<file path="config.mk">
export PLATFORM = sky130hd
export DESIGN_NAME = spindle_pwm_controller
export DESIGN_NICKNAME = d
export VERILOG_FILES = /design/src/design/spc_pkg.sv /design/src/design/spindle_pwm_controller.sv /design/src/design/spc_ctrl.sv /design/src/design/spc_dp.sv
export SDC_FILE = /design/constraint.sdc
export NUM_CORES = 2
export LEC_CHECK = 0
export BUFFER_PORTS_ARGS = -buffer_cell sky130_fd_sc_hd__clkbuf_2
export CAP_MARGIN = 20
export CORE_MARGIN = 1.5
export CORE_UTILIZATION = 45
export DETAILED_ROUTE_END_ITERATION = 7
export HOLD_SLACK_MARGIN = 0.12
export PLACE_DENSITY = 0.63
export SLEW_MARGIN = 5
export SYNTH_ARGS = -nofsm -noshare
export SYNTH_HDL_FRONTEND = slang
export SYNTH_SLANG_ARGS = --single-unit
</file>
<file path="constraint.sdc">
create_clock -name clk -period 9.5 [get_ports clk]
set_clock_uncertainty 0.15 [all_clocks]
set_input_delay 1.9 -clock clk [delete_from_list [all_inputs] [get_ports clk]]
set_output_delay 1.9 -clock clk [all_outputs]
set_load 0.05 [all_outputs]
</file>
<file path="src/design/spc_pkg.sv">
`default_nettype none
// ----------------------------------------------------------------------------
// spc_pkg: shared types and constants of the spindle PWM controller
// Register indexes, command codes, sequencer states and the control and
// status words between the sequencer and the datapath.
// ----------------------------------------------------------------------------
package spc_pkg;

  localparam int CFG_ADDR_W = 3;

  localparam logic [CFG_ADDR_W-1:0] REG_RPM_MIN      = 3'd0;
  localparam logic [CFG_ADDR_W-1:0] REG_RPM_MAX      = 3'd1;
  localparam logic [CFG_ADDR_W-1:0] REG_DUTY_SLOPE   = 3'd2;
  localparam logic [CFG_ADDR_W-1:0] REG_PWM_MIN_DUTY = 3'd3;
  localparam logic [CFG_ADDR_W-1:0] REG_PWM_MAX_DUTY = 3'd4;
  localparam logic [CFG_ADDR_W-1:0] REG_LASER_MODE   = 3'd5;
  localparam logic [CFG_ADDR_W-1:0] REG_OFF_AT_ZERO  = 3'd6;
  localparam logic [CFG_ADDR_W-1:0] REG_INVERT_EN    = 3'd7;

  localparam logic [1:0] CMD_OFF = 2'd0;
  localparam logic [1:0] CMD_CW  = 2'd1;

  localparam logic [1:0] STATUS_OFF = 2'd0;
  localparam logic [1:0] STATUS_CW  = 2'd1;
  localparam logic [1:0] STATUS_CCW = 2'd2;

  localparam int OVR_W   = 8;
  localparam int FRAC_W  = 16;
  localparam int PERCENT = 100;

  typedef enum logic [5:0] {
    S_IDLE = 6'b000001,
    S_MUL  = 6'b000010,
    S_DIV  = 6'b000100,
    S_FIX  = 6'b001000,
    S_GRAD = 6'b010000,
    S_DONE = 6'b100000
  } state_t;

  typedef struct packed {
    logic load;
    logic mul;
    logic div;
    logic fix;
    logic grad;
    logic commit;
  } ctrl_cmd_t;

  typedef struct packed {
    logic skip;
    logic out_free;
  } ctrl_sts_t;

endpackage
`default_nettype wire

</file>
<file path="src/design/spindle_pwm_controller.sv">
`default_nettype none
// ----------------------------------------------------------------------------
// spindle_pwm_controller: linear rpm-to-PWM spindle control
// Takes one spindle command word at a time and returns one status word with
// duty, pins, actual speed and spindle status.
// ----------------------------------------------------------------------------
// An accepted command word passes load, rpm times override, the divide by 100
// (reciprocal multiply and one correction step), the gradient multiply and
// commit. Disable, abort and check-mode words skip from load to commit.
// The sequencer carries one word at a time; a new word is taken while the
// previous status word waits in the output register. Configuration registers
// are written through cfg_we/cfg_addr/cfg_wdata; the user must write them only
// while the block is idle; the block itself does not enforce this.
module spindle_pwm_controller #(
  parameter int PWM_BITS = 10,
  parameter int RPM_BITS = 16
) (
  input  wire logic                          clk,
  input  wire logic                          rst_n,
  input  wire logic                          in_valid,
  output logic                               in_ready,
  input  wire logic [1:0]                    in_command,
  input  wire logic [RPM_BITS-1:0]           in_requested_rpm,
  input  wire logic [7:0]                    in_override_percent,
  input  wire logic                          in_abort_active,
  input  wire logic                          in_check_mode,
  output logic                               out_valid,
  input  wire logic                          out_ready,
  output logic [PWM_BITS-1:0]                out_pwm_duty,
  output logic                               out_pwm_running,
  output logic                               out_spindle_enable_pin,
  output logic                               out_laser_en_pin,
  output logic                               out_direction_pin,
  output logic [RPM_BITS-1:0]                out_actual_speed,
  output logic [1:0]                         out_spindle_status,
  output logic                               out_accepted,
  output logic                               out_report_now,
  input  wire logic                          cfg_we,
  input  wire logic [spc_pkg::CFG_ADDR_W-1:0] cfg_addr,
  input  wire logic [PWM_BITS+15:0]          cfg_wdata
);
  import spc_pkg::*;

  logic [RPM_BITS-1:0] rpm_min_r, rpm_max_r;
  logic [PWM_BITS+15:0] grad_r;
  logic [PWM_BITS-1:0] min_duty_r, max_duty_r;
  logic                laser_r, oz_r, inv_r;

  ctrl_cmd_t cmd;
  ctrl_sts_t sts;

  always_ff @(posedge clk) begin
    if (!rst_n) begin
      rpm_min_r  <= '0;
      rpm_max_r  <= RPM_BITS'(1000);
      grad_r     <= (PWM_BITS+16)'(16711);
      min_duty_r <= PWM_BITS'(1);
      max_duty_r <= PWM_BITS'(255);
      laser_r    <= 1'b0;
      oz_r       <= 1'b0;
      inv_r      <= 1'b0;
    end else if (cfg_we) begin
      case (cfg_addr)
        REG_RPM_MIN:      rpm_min_r  <= cfg_wdata[RPM_BITS-1:0];
        REG_RPM_MAX:      rpm_max_r  <= cfg_wdata[RPM_BITS-1:0];
        REG_DUTY_SLOPE:   grad_r     <= cfg_wdata;
        REG_PWM_MIN_DUTY: min_duty_r <= cfg_wdata[PWM_BITS-1:0];
        REG_PWM_MAX_DUTY: max_duty_r <= cfg_wdata[PWM_BITS-1:0];
        REG_LASER_MODE:   laser_r    <= cfg_wdata[0];
        REG_OFF_AT_ZERO:  oz_r       <= cfg_wdata[0];
        REG_INVERT_EN:    inv_r      <= cfg_wdata[0];
        default: ;
      endcase
    end
  end

  spc_ctrl u_ctrl (
    .clk      (clk),
    .rst_n    (rst_n),
    .in_valid (in_valid),
    .in_ready (in_ready),
    .cmd      (cmd),
    .sts      (sts)
  );

  spc_dp #(
    .PWM_BITS (PWM_BITS),
    .RPM_BITS (RPM_BITS)
  ) u_dp (
    .clk                    (clk),
    .rst_n                  (rst_n),
    .cmd                    (cmd),
    .sts                    (sts),
    .in_command             (in_command),
    .in_requested_rpm       (in_requested_rpm),
    .in_override_percent    (in_override_percent),
    .in_abort_active        (in_abort_active),
    .in_check_mode          (in_check_mode),
    .rpm_min                (rpm_min_r),
    .rpm_max                (rpm_max_r),
    .duty_slope             (grad_r),
    .pwm_min_duty           (min_duty_r),
    .pwm_max_duty           (max_duty_r),
    .laser_mode             (laser_r),
    .off_at_zero_speed      (oz_r),
    .invert_enables         (inv_r),
    .out_valid              (out_valid),
    .out_ready              (out_ready),
    .out_pwm_duty           (out_pwm_duty),
    .out_pwm_running        (out_pwm_running),
    .out_spindle_enable_pin (out_spindle_enable_pin),
    .out_laser_en_pin       (out_laser_en_pin),
    .out_direction_pin      (out_direction_pin),
    .out_actual_speed       (out_actual_speed),
    .out_spindle_status     (out_spindle_status),
    .out_accepted           (out_accepted),
    .out_report_now         (out_report_now)
  );

endmodule
`default_nettype wire

</file>
<file path="src/design/spc_ctrl.sv">
`default_nettype none
// ----------------------------------------------------------------------------
// spc_ctrl: sequencer of the spindle PWM controller
// Steps one command word through scaling, division, gradient and commit.
// ----------------------------------------------------------------------------
module spc_ctrl (
  input  wire logic              clk,
  input  wire logic              rst_n,
  input  wire logic              in_valid,
  output logic                   in_ready,
  output spc_pkg::ctrl_cmd_t     cmd,
  input  wire spc_pkg::ctrl_sts_t sts
);
  import spc_pkg::*;

  state_t state_r, state_nxt;

  always_comb begin
    state_nxt = state_r;
    cmd       = '0;
    in_ready  = 1'b0;
    case (state_r)
      S_IDLE: begin
        in_ready = 1'b1;
        if (in_valid) begin
          cmd.load  = 1'b1;
          state_nxt = sts.skip ? S_DONE : S_MUL;
        end
      end
      S_MUL: begin
        cmd.mul   = 1'b1;
        state_nxt = S_DIV;
      end
      S_DIV: begin
        cmd.div   = 1'b1;
        state_nxt = S_FIX;
      end
      S_FIX: begin
        cmd.fix   = 1'b1;
        state_nxt = S_GRAD;
      end
      S_GRAD: begin
        cmd.grad  = 1'b1;
        state_nxt = S_DONE;
      end
      S_DONE: begin
        if (sts.out_free) begin
          cmd.commit = 1'b1;
          state_nxt  = S_IDLE;
        end
      end
      default: state_nxt = S_IDLE;
    endcase
  end

  always_ff @(posedge clk) begin
    if (!rst_n) begin
      state_r <= S_IDLE;
    end else begin
      state_r <= state_nxt;
    end
  end

  a_commit_free: assert property (@(posedge clk) disable iff (!rst_n)
    cmd.commit |-> sts.out_free) else $error("commit while output word held");
  a_commit_idle: assert property (@(posedge clk) disable iff (!rst_n)
    cmd.commit |=> state_r == S_IDLE) else $error("no return to idle");
  a_load_path: assert property (@(posedge clk) disable iff (!rst_n)
    (cmd.load && !sts.skip) |=> state_r == S_MUL) else $error("mapping skipped");

endmodule
`default_nettype wire

</file>
<file path="src/design/spc_dp.sv">
`default_nettype none
// ----------------------------------------------------------------------------
// spc_dp: datapath of the spindle PWM controller
// Override scaling, divide by 100, linear duty map, spindle state and the
// output word register.
// ----------------------------------------------------------------------------
module spc_dp #(
  parameter int PWM_BITS = 10,
  parameter int RPM_BITS = 16
) (
  input  wire logic                    clk,
  input  wire logic                    rst_n,
  input  wire spc_pkg::ctrl_cmd_t      cmd,
  output spc_pkg::ctrl_sts_t           sts,
  input  wire logic [1:0]              in_command,
  input  wire logic [RPM_BITS-1:0]     in_requested_rpm,
  input  wire logic [7:0]              in_override_percent,
  input  wire logic                    in_abort_active,
  input  wire logic                    in_check_mode,
  input  wire logic [RPM_BITS-1:0]     rpm_min,
  input  wire logic [RPM_BITS-1:0]     rpm_max,
  input  wire logic [PWM_BITS+15:0]    duty_slope,
  input  wire logic [PWM_BITS-1:0]     pwm_min_duty,
  input  wire logic [PWM_BITS-1:0]     pwm_max_duty,
  input  wire logic                    laser_mode,
  input  wire logic                    off_at_zero_speed,
  input  wire logic                    invert_enables,
  output logic                         out_valid,
  input  wire logic                    out_ready,
  output logic [PWM_BITS-1:0]          out_pwm_duty,
  output logic                         out_pwm_running,
  output logic                         out_spindle_enable_pin,
  output logic                         out_laser_en_pin,
  output logic                         out_direction_pin,
  output logic [RPM_BITS-1:0]          out_actual_speed,
  output logic [1:0]                   out_spindle_status,
  output logic                         out_accepted,
  output logic                         out_report_now
);
  import spc_pkg::*;

  localparam int P     = RPM_BITS + OVR_W;
  localparam int SH    = P + 7;
  localparam int SW    = P - 6;
  localparam int GW    = PWM_BITS + FRAC_W;
  localparam int LW    = RPM_BITS + PWM_BITS;
  localparam logic [P:0] RECIP = (P+1)'((64'd1 << SH) / 64'd100);

  logic [1:0]          cmd_r;
  logic [RPM_BITS-1:0] rpm_r;
  logic [OVR_W-1:0]    ovr_r;
  logic                ign_r;
  logic [P-1:0]        prod_r;
  logic [SW-1:0]       est_r;
  logic [SW-1:0]       s_r;
  logic                hi_r, lo_r, zero_r;
  logic [LW-1:0]       lin_r;

  logic [2*P:0]           wide;
  logic [P:0]             prod_ext, est_ext, est_x100, rem;
  logic [RPM_BITS-1:0]    diff;
  logic [RPM_BITS+GW-1:0] prod2;
  logic [LW:0]            lin_sum;
  logic [PWM_BITS-1:0]    duty_lin, map_duty;
  logic [RPM_BITS-1:0]    map_speed;
  logic                   in_ccw;

  logic [PWM_BITS-1:0] duty_r, duty_nxt;
  logic                run_r, run_nxt, sen_r, sen_nxt, len_r, len_nxt, dir_r, dir_nxt;
  logic [RPM_BITS-1:0] speed_r, speed_nxt;
  logic                out_valid_r;
  logic [1:0]          status_nxt;

  assign sts.skip     = in_abort_active || in_check_mode || (in_command == CMD_OFF);
  assign sts.out_free = !out_valid_r || out_ready;
  assign in_ccw       = (in_command != CMD_CW);

  assign wide     = (2*P+1)'(prod_r) * (2*P+1)'(RECIP);
  assign prod_ext = (P+1)'(prod_r);
  assign est_ext  = (P+1)'(est_r);
  assign est_x100 = est_ext * (P+1)'(PERCENT);
  assign rem      = prod_ext - est_x100;

  assign diff  = s_r[RPM_BITS-1:0] - rpm_min;
  assign prod2 = (RPM_BITS+GW)'(diff) * (RPM_BITS+GW)'(duty_slope);

  // hold the command word, then step the mapping one stage per strobe
  always_ff @(posedge clk) begin
    if (cmd.load) begin
      cmd_r <= in_command;
      rpm_r <= (laser_mode && in_ccw) ? '0 : in_requested_rpm;
      ovr_r <= in_override_percent;
      ign_r <= in_abort_active || in_check_mode;
    end
    if (cmd.mul) begin
      prod_r <= P'(rpm_r) * P'(ovr_r);
    end
    if (cmd.div) begin
      est_r <= wide[2*P:SH];
    end
    if (cmd.fix) begin
      s_r <= (rem >= (P+1)'(PERCENT)) ? est_r + SW'(1) : est_r;
    end
    if (cmd.grad) begin
      hi_r   <= (rpm_min >= rpm_max) || (s_r >= SW'(rpm_max));
      lo_r   <= (s_r <= SW'(rpm_min));
      zero_r <= (s_r == '0);
      lin_r  <= prod2[RPM_BITS+GW-1:FRAC_W];
    end
  end

  assign lin_sum  = (LW+1)'(lin_r) + (LW+1)'(pwm_min_duty);
  assign duty_lin = (lin_sum > (LW+1)'(pwm_max_duty)) ? pwm_max_duty
                                                      : lin_sum[PWM_BITS-1:0];

  always_comb begin
    if (hi_r) begin
      map_duty  = pwm_max_duty;
      map_speed = rpm_max;
    end else if (lo_r && zero_r) begin
      map_duty  = '0;
      map_speed = '0;
    end else if (lo_r) begin
      map_duty  = pwm_min_duty;
      map_speed = rpm_min;
    end else begin
      map_duty  = duty_lin;
      map_speed = s_r[RPM_BITS-1:0];
    end
  end

  always_comb begin
    duty_nxt  = duty_r;
    run_nxt   = run_r;
    sen_nxt   = sen_r;
    len_nxt   = len_r;
    dir_nxt   = dir_r;
    speed_nxt = speed_r;
    if (!ign_r) begin
      if (cmd_r == CMD_OFF) begin
        speed_nxt = '0;
        run_nxt   = 1'b0;
        sen_nxt   = 1'b0;
        len_nxt   = 1'b0;
      end else begin
        if (laser_mode) begin
          len_nxt = 1'b1;
        end else begin
          dir_nxt = (cmd_r != CMD_CW);
          sen_nxt = 1'b1;
        end
        duty_nxt  = map_duty;
        speed_nxt = map_speed;
        run_nxt   = (map_duty != '0);
        if (off_at_zero_speed) begin
          if (map_duty == '0) begin
            sen_nxt = 1'b0;
            len_nxt = 1'b0;
          end else begin
            sen_nxt = 1'b1;
          end
        end
      end
    end
    if (sen_nxt || len_nxt) begin
      status_nxt = dir_nxt ? STATUS_CCW : STATUS_CW;
    end else begin
      status_nxt = STATUS_OFF;
    end
  end

  always_ff @(posedge clk) begin
    if (!rst_n) begin
      duty_r      <= '0;
      run_r       <= 1'b0;
      sen_r       <= 1'b0;
      len_r       <= 1'b0;
      dir_r       <= 1'b0;
      speed_r     <= '0;
      out_valid_r <= 1'b0;
    end else begin
      if (cmd.commit) begin
        duty_r      <= duty_nxt;
        run_r       <= run_nxt;
        sen_r       <= sen_nxt;
        len_r       <= len_nxt;
        dir_r       <= dir_nxt;
        speed_r     <= speed_nxt;
        out_valid_r <= 1'b1;
      end else if (out_ready) begin
        out_valid_r <= 1'b0;
      end
    end
  end

  always_ff @(posedge clk) begin
    if (cmd.commit) begin
      out_pwm_duty           <= duty_nxt;
      out_pwm_running        <= run_nxt;
      out_spindle_enable_pin <= sen_nxt ^ invert_enables;
      out_laser_en_pin       <= len_nxt ^ invert_enables;
      out_direction_pin      <= dir_nxt;
      out_actual_speed       <= speed_nxt;
      out_spindle_status     <= status_nxt;
      out_accepted           <= !ign_r;
      out_report_now         <= !ign_r;
    end
  end

  assign out_valid = out_valid_r;

  a_hold_word: assert property (@(posedge clk) disable iff (!rst_n)
    (out_valid_r && !out_ready) |=> out_valid_r) else $error("output word dropped");
  a_run_duty: assert property (@(posedge clk) disable iff (!rst_n)
    run_r |-> (duty_r != '0)) else $error("running with zero duty");
  a_div_range: assert property (@(posedge clk) disable iff (!rst_n)
    $past(cmd.fix) |-> (rem < (P+1)'(2*PERCENT))) else $error("quotient estimate off");

endmodule
`default_nettype wire

</file>
==> metrics <==
register area share after synthesis=16.63%; Crit path top cell by count=inv_1; Post-Syn Area=0.04111 mm^2; Slew Limit Fails=0; hpwl dp=82.45 mm; ys flop type=edfxtp_1; largest net degree at the start of global routing=92; Slew HR=28.95%; Die H=305.3 um; I/O Buffers=97; maximum clock rate=0.1095 GHz; Post-synth EDFFs=149; leading cell types in the layout, fill and taps excluded=893 x inv_1, 629 x fa_1, 624 x nand2_1; vias per cell=5.283; post-synth cell types=82; Placeable Area=0.09029 mm^2; post-DR wirelength/cell=18.31 um; leakage=21.59 nW; post-layout util=49.33%; post-route cell area=0.04454 mm^2; footprint of the multi-input gates=0.03060 mm^2; Area Growth Syn to Fin=8.345%; Max VDD drop=0.7268 mV; Placer Congestion=0.9093; Fin Setup TNS=0 ns; Layout fillers=8517; CP required=9.62 ns; fraction of layout cells with a size suffix above 1=6.239%; Clock Path Buffers=3; Synth Area per Inst=9.352 um^2; Final Hold Viols=0; Seq. cell area=0.006837 mm^2; R2R cell count=39; IO Count=98; asr flop ratio synth=0%; first-pass GRT wire length=169.6 mm; HP Start=u_dp.speed_r[9]$_SDFFE_PN0P_; post-route minimum period=9.136 ns; Setup Crit Path Kind=reg2reg; CTS tree=built; Worst Setup Start Kind=flop; R2R Path Start=u_dp.s_r[0]$_DFFE_PP_; commonest non-fill, non-tap cell in the layout=inv_1; clock root buffer=clkbuf_16; critical path endpoint category=flop; Critical R2R Capture=u_dp.lin_r[25]$_DFFE_PN_; TritonCTS buffer count=35; Final Net Count=5740; final worst setup slack=0.3638 ns; Worst-Margin Slew=1.066 ns; max_cap viols=0; Power Dens Cells=175.2 mW/mm^2; Routed Antenna Nets=0; Post-Syn Nets=5659; Slowest-stage cell, CP=fa_1; H-tree depth=2; final WL=104.1 mm; Hold Path End=u_dp.speed_r[9]$_SDFFE_PN0P_; outcome=completed; Post-Place Cell Area=0.04322 mm^2; worst-skew pair later-pin latency=0.59 ns; Yosys Warn Count=0; cell count after synthesis=4396; die area=0.09318 mm^2; r2r setup slk=0.36 ns; vias post-DR=30030; worst-path fanout max=8; CP max stage delay=0.57 ns; endpoints failing setup=0; worst path bufs/invs=7; drc violations=0; Chip Width=305.3 um; Hold Crit Class=reg2reg; CTS sink count=267; GRT overflow=0; Place WS=-0.03017 ns; Starting Density=45.53%; vias in the first global route=31340; Tcrit/Tclk final=96.17%; family with the most delay on the worst path=adder cells; Worst-path clk slew=0.05 ns; WHS Path Cells=2; Yosys reg bits=267; initial antenna violation count=4; first-pass iteration count of the detailed router=5; FP Rows=110; initial DRC count=1863; Worst Path Arrival=9.26 ns; GRT Overall Usage=23.01%
-- routing by layer --
| layer | vias up | share of wire, % | GRT usage (%) |
|---|---|---|---|
| met5 | - | 0 | 0 |
| met4 | 0 | 3.8 | 8.192 |
| met3 | 192 | 4.6 | 2.142 |
| met2 | 707 | 49 | 39.90 |
| met1 | 14950 | 43 | 29.99 |
| li1 | 14180 | - | - |
-- layout make-up --
| class | count | area share, % |
|---|---|---|
| multi-input combinational | 3107 | 68.71 |
| antenna | 4 | 0.02247 |
| timing repair buffer | 171 | 2.458 |
| clock inverter | 23 | 0.5113 |
| inverter | 895 | 7.543 |
| tap | 1176 | 3.304 |
| clock buffer | 41 | 2.107 |
| sequential | 267 | 15.35 |
-- repair_timing --
action                                  in CTS  in global routing
pin swaps                                    0                  7
hold endpoints to repair                     0                  0
resized for setup                            2                 17
buffers inserted                             0                  6
endpoints found under the setup margin       1                 12
cloned                                       0                  1
hold buffers                                 0                  0
-- tightest hold or removal path, cell delays in order, from the launching register on --
cell      delay (ns)
dfxtp_1         0.30
nand2_1         0.05
a21boi_0        0.06
-- cell families (layout without fill, tap and decap cells) --
kind of cell    Yosys count  count (layout)  synth area share (%)
simple gates           1241            1241                 14.24
fa+ha+maj              1201            1201                 48.06
buf+inv                1023            1130                 9.368
compound gates          538             538                 8.954
flops                   267             267                 16.63
xor+xnor                113             114                 2.407
mux                      13              13                0.3379
other cells               0               4                     0
-- state kept, by name (all words and copies together), names as in the netlist, 2 cells and up --
signal and flops:
u_dp.speed_r 16, rpm_max_r 16, rpm_min_r 16, u_dp.out_actual_speed 16
u_dp.s_r 18, u_dp.duty_r 10, grad_r 26, max_duty_r 10
u_dp.rpm_r 16, min_duty_r 10, u_dp.est_r 18, u_ctrl.state_r 6
u_dp.out_spindle_status 2, u_dp.ovr_r 8, u_dp.prod_r 24, u_dp.out_pwm_duty 10
u_dp.cmd_r 2, u_dp.lin_r 26
-- power by group --
group          switching [W]  total [W]  internal, W
clock network       0.000576    0.00135     0.000774
registers          0.0000736    0.00154      0.00147
logic                0.00285    0.00491      0.00206
total                0.00350    0.00780      0.00430
-- worst max path at each step --
stage / start / endpoint / slack (ns) / depth (start not counted)
3_3_place_gp: u_dp.s_r[1]$_DFFE_PP_ / u_dp.lin_r[23]$_DFFE_PN_ / 0.11 / 34
6_report: u_dp.s_r[0]$_DFFE_PP_ / u_dp.lin_r[25]$_DFFE_PN_ / 0.36 / 39
3_5_place_dp: u_dp.s_r[1]$_DFFE_PP_ / u_dp.lin_r[25]$_DFFE_PN_ / -0.03 / 36
5_1_grt: u_dp.s_r[0]$_DFFE_PP_ / u_dp.lin_r[25]$_DFFE_PN_ / -0.03 / 39
2_1_floorplan: u_dp.s_r[0]$_DFFE_PP_ / u_dp.lin_r[25]$_DFFE_PN_ / 0.44 / 38
4_1_cts: rpm_min_r[1]$_SDFFE_PN0P_ / u_dp.lin_r[25]$_DFFE_PN_ / 0.03 / 35
-- metrics by stage --
step                      cells  total power [W]  hold slack, ns
after floorplan            4396         0.005115          0.2910
after global placement     5608         0.006414          0.3002
after detailed placement   5608         0.006455          0.3067
after CTS                  5672         0.007863          0.3155
after global routing       5684         0.008632          0.3370
final                      5684         0.007804          0.3148
-- Yosys cell counts (all sizes together) (8+ instances only) --
cell type	instances	share of area, %
nand2b	34	0.52
a21o	55	1.0
o2111ai	8	0.17
clkbuf	124	1.1
nand3	50	0.62
nor3	49	0.60
o21ai	93	1.1
a21oi	114	1.4
nor4	17	0.30
a21boi	99	1.8
xnor2	81	1.7
inv	894	8.2
a22o	18	0.38
nand4	23	0.37
or3	11	0.17
edfxtp	149	11
fa	630	31
and3	39	0.61
a31oi	14	0.21
ha	571	17
nor2	128	1.2
xor2	32	0.68
nand2	624	5.7
a211oi	13	0.27
nor2b	35	0.53
or2	8	0.12
o211ai	18	0.33
and2	193	2.9
dfxtp	118	5.7
o21a	27	0.49
(Power assumes the default switching activity.)
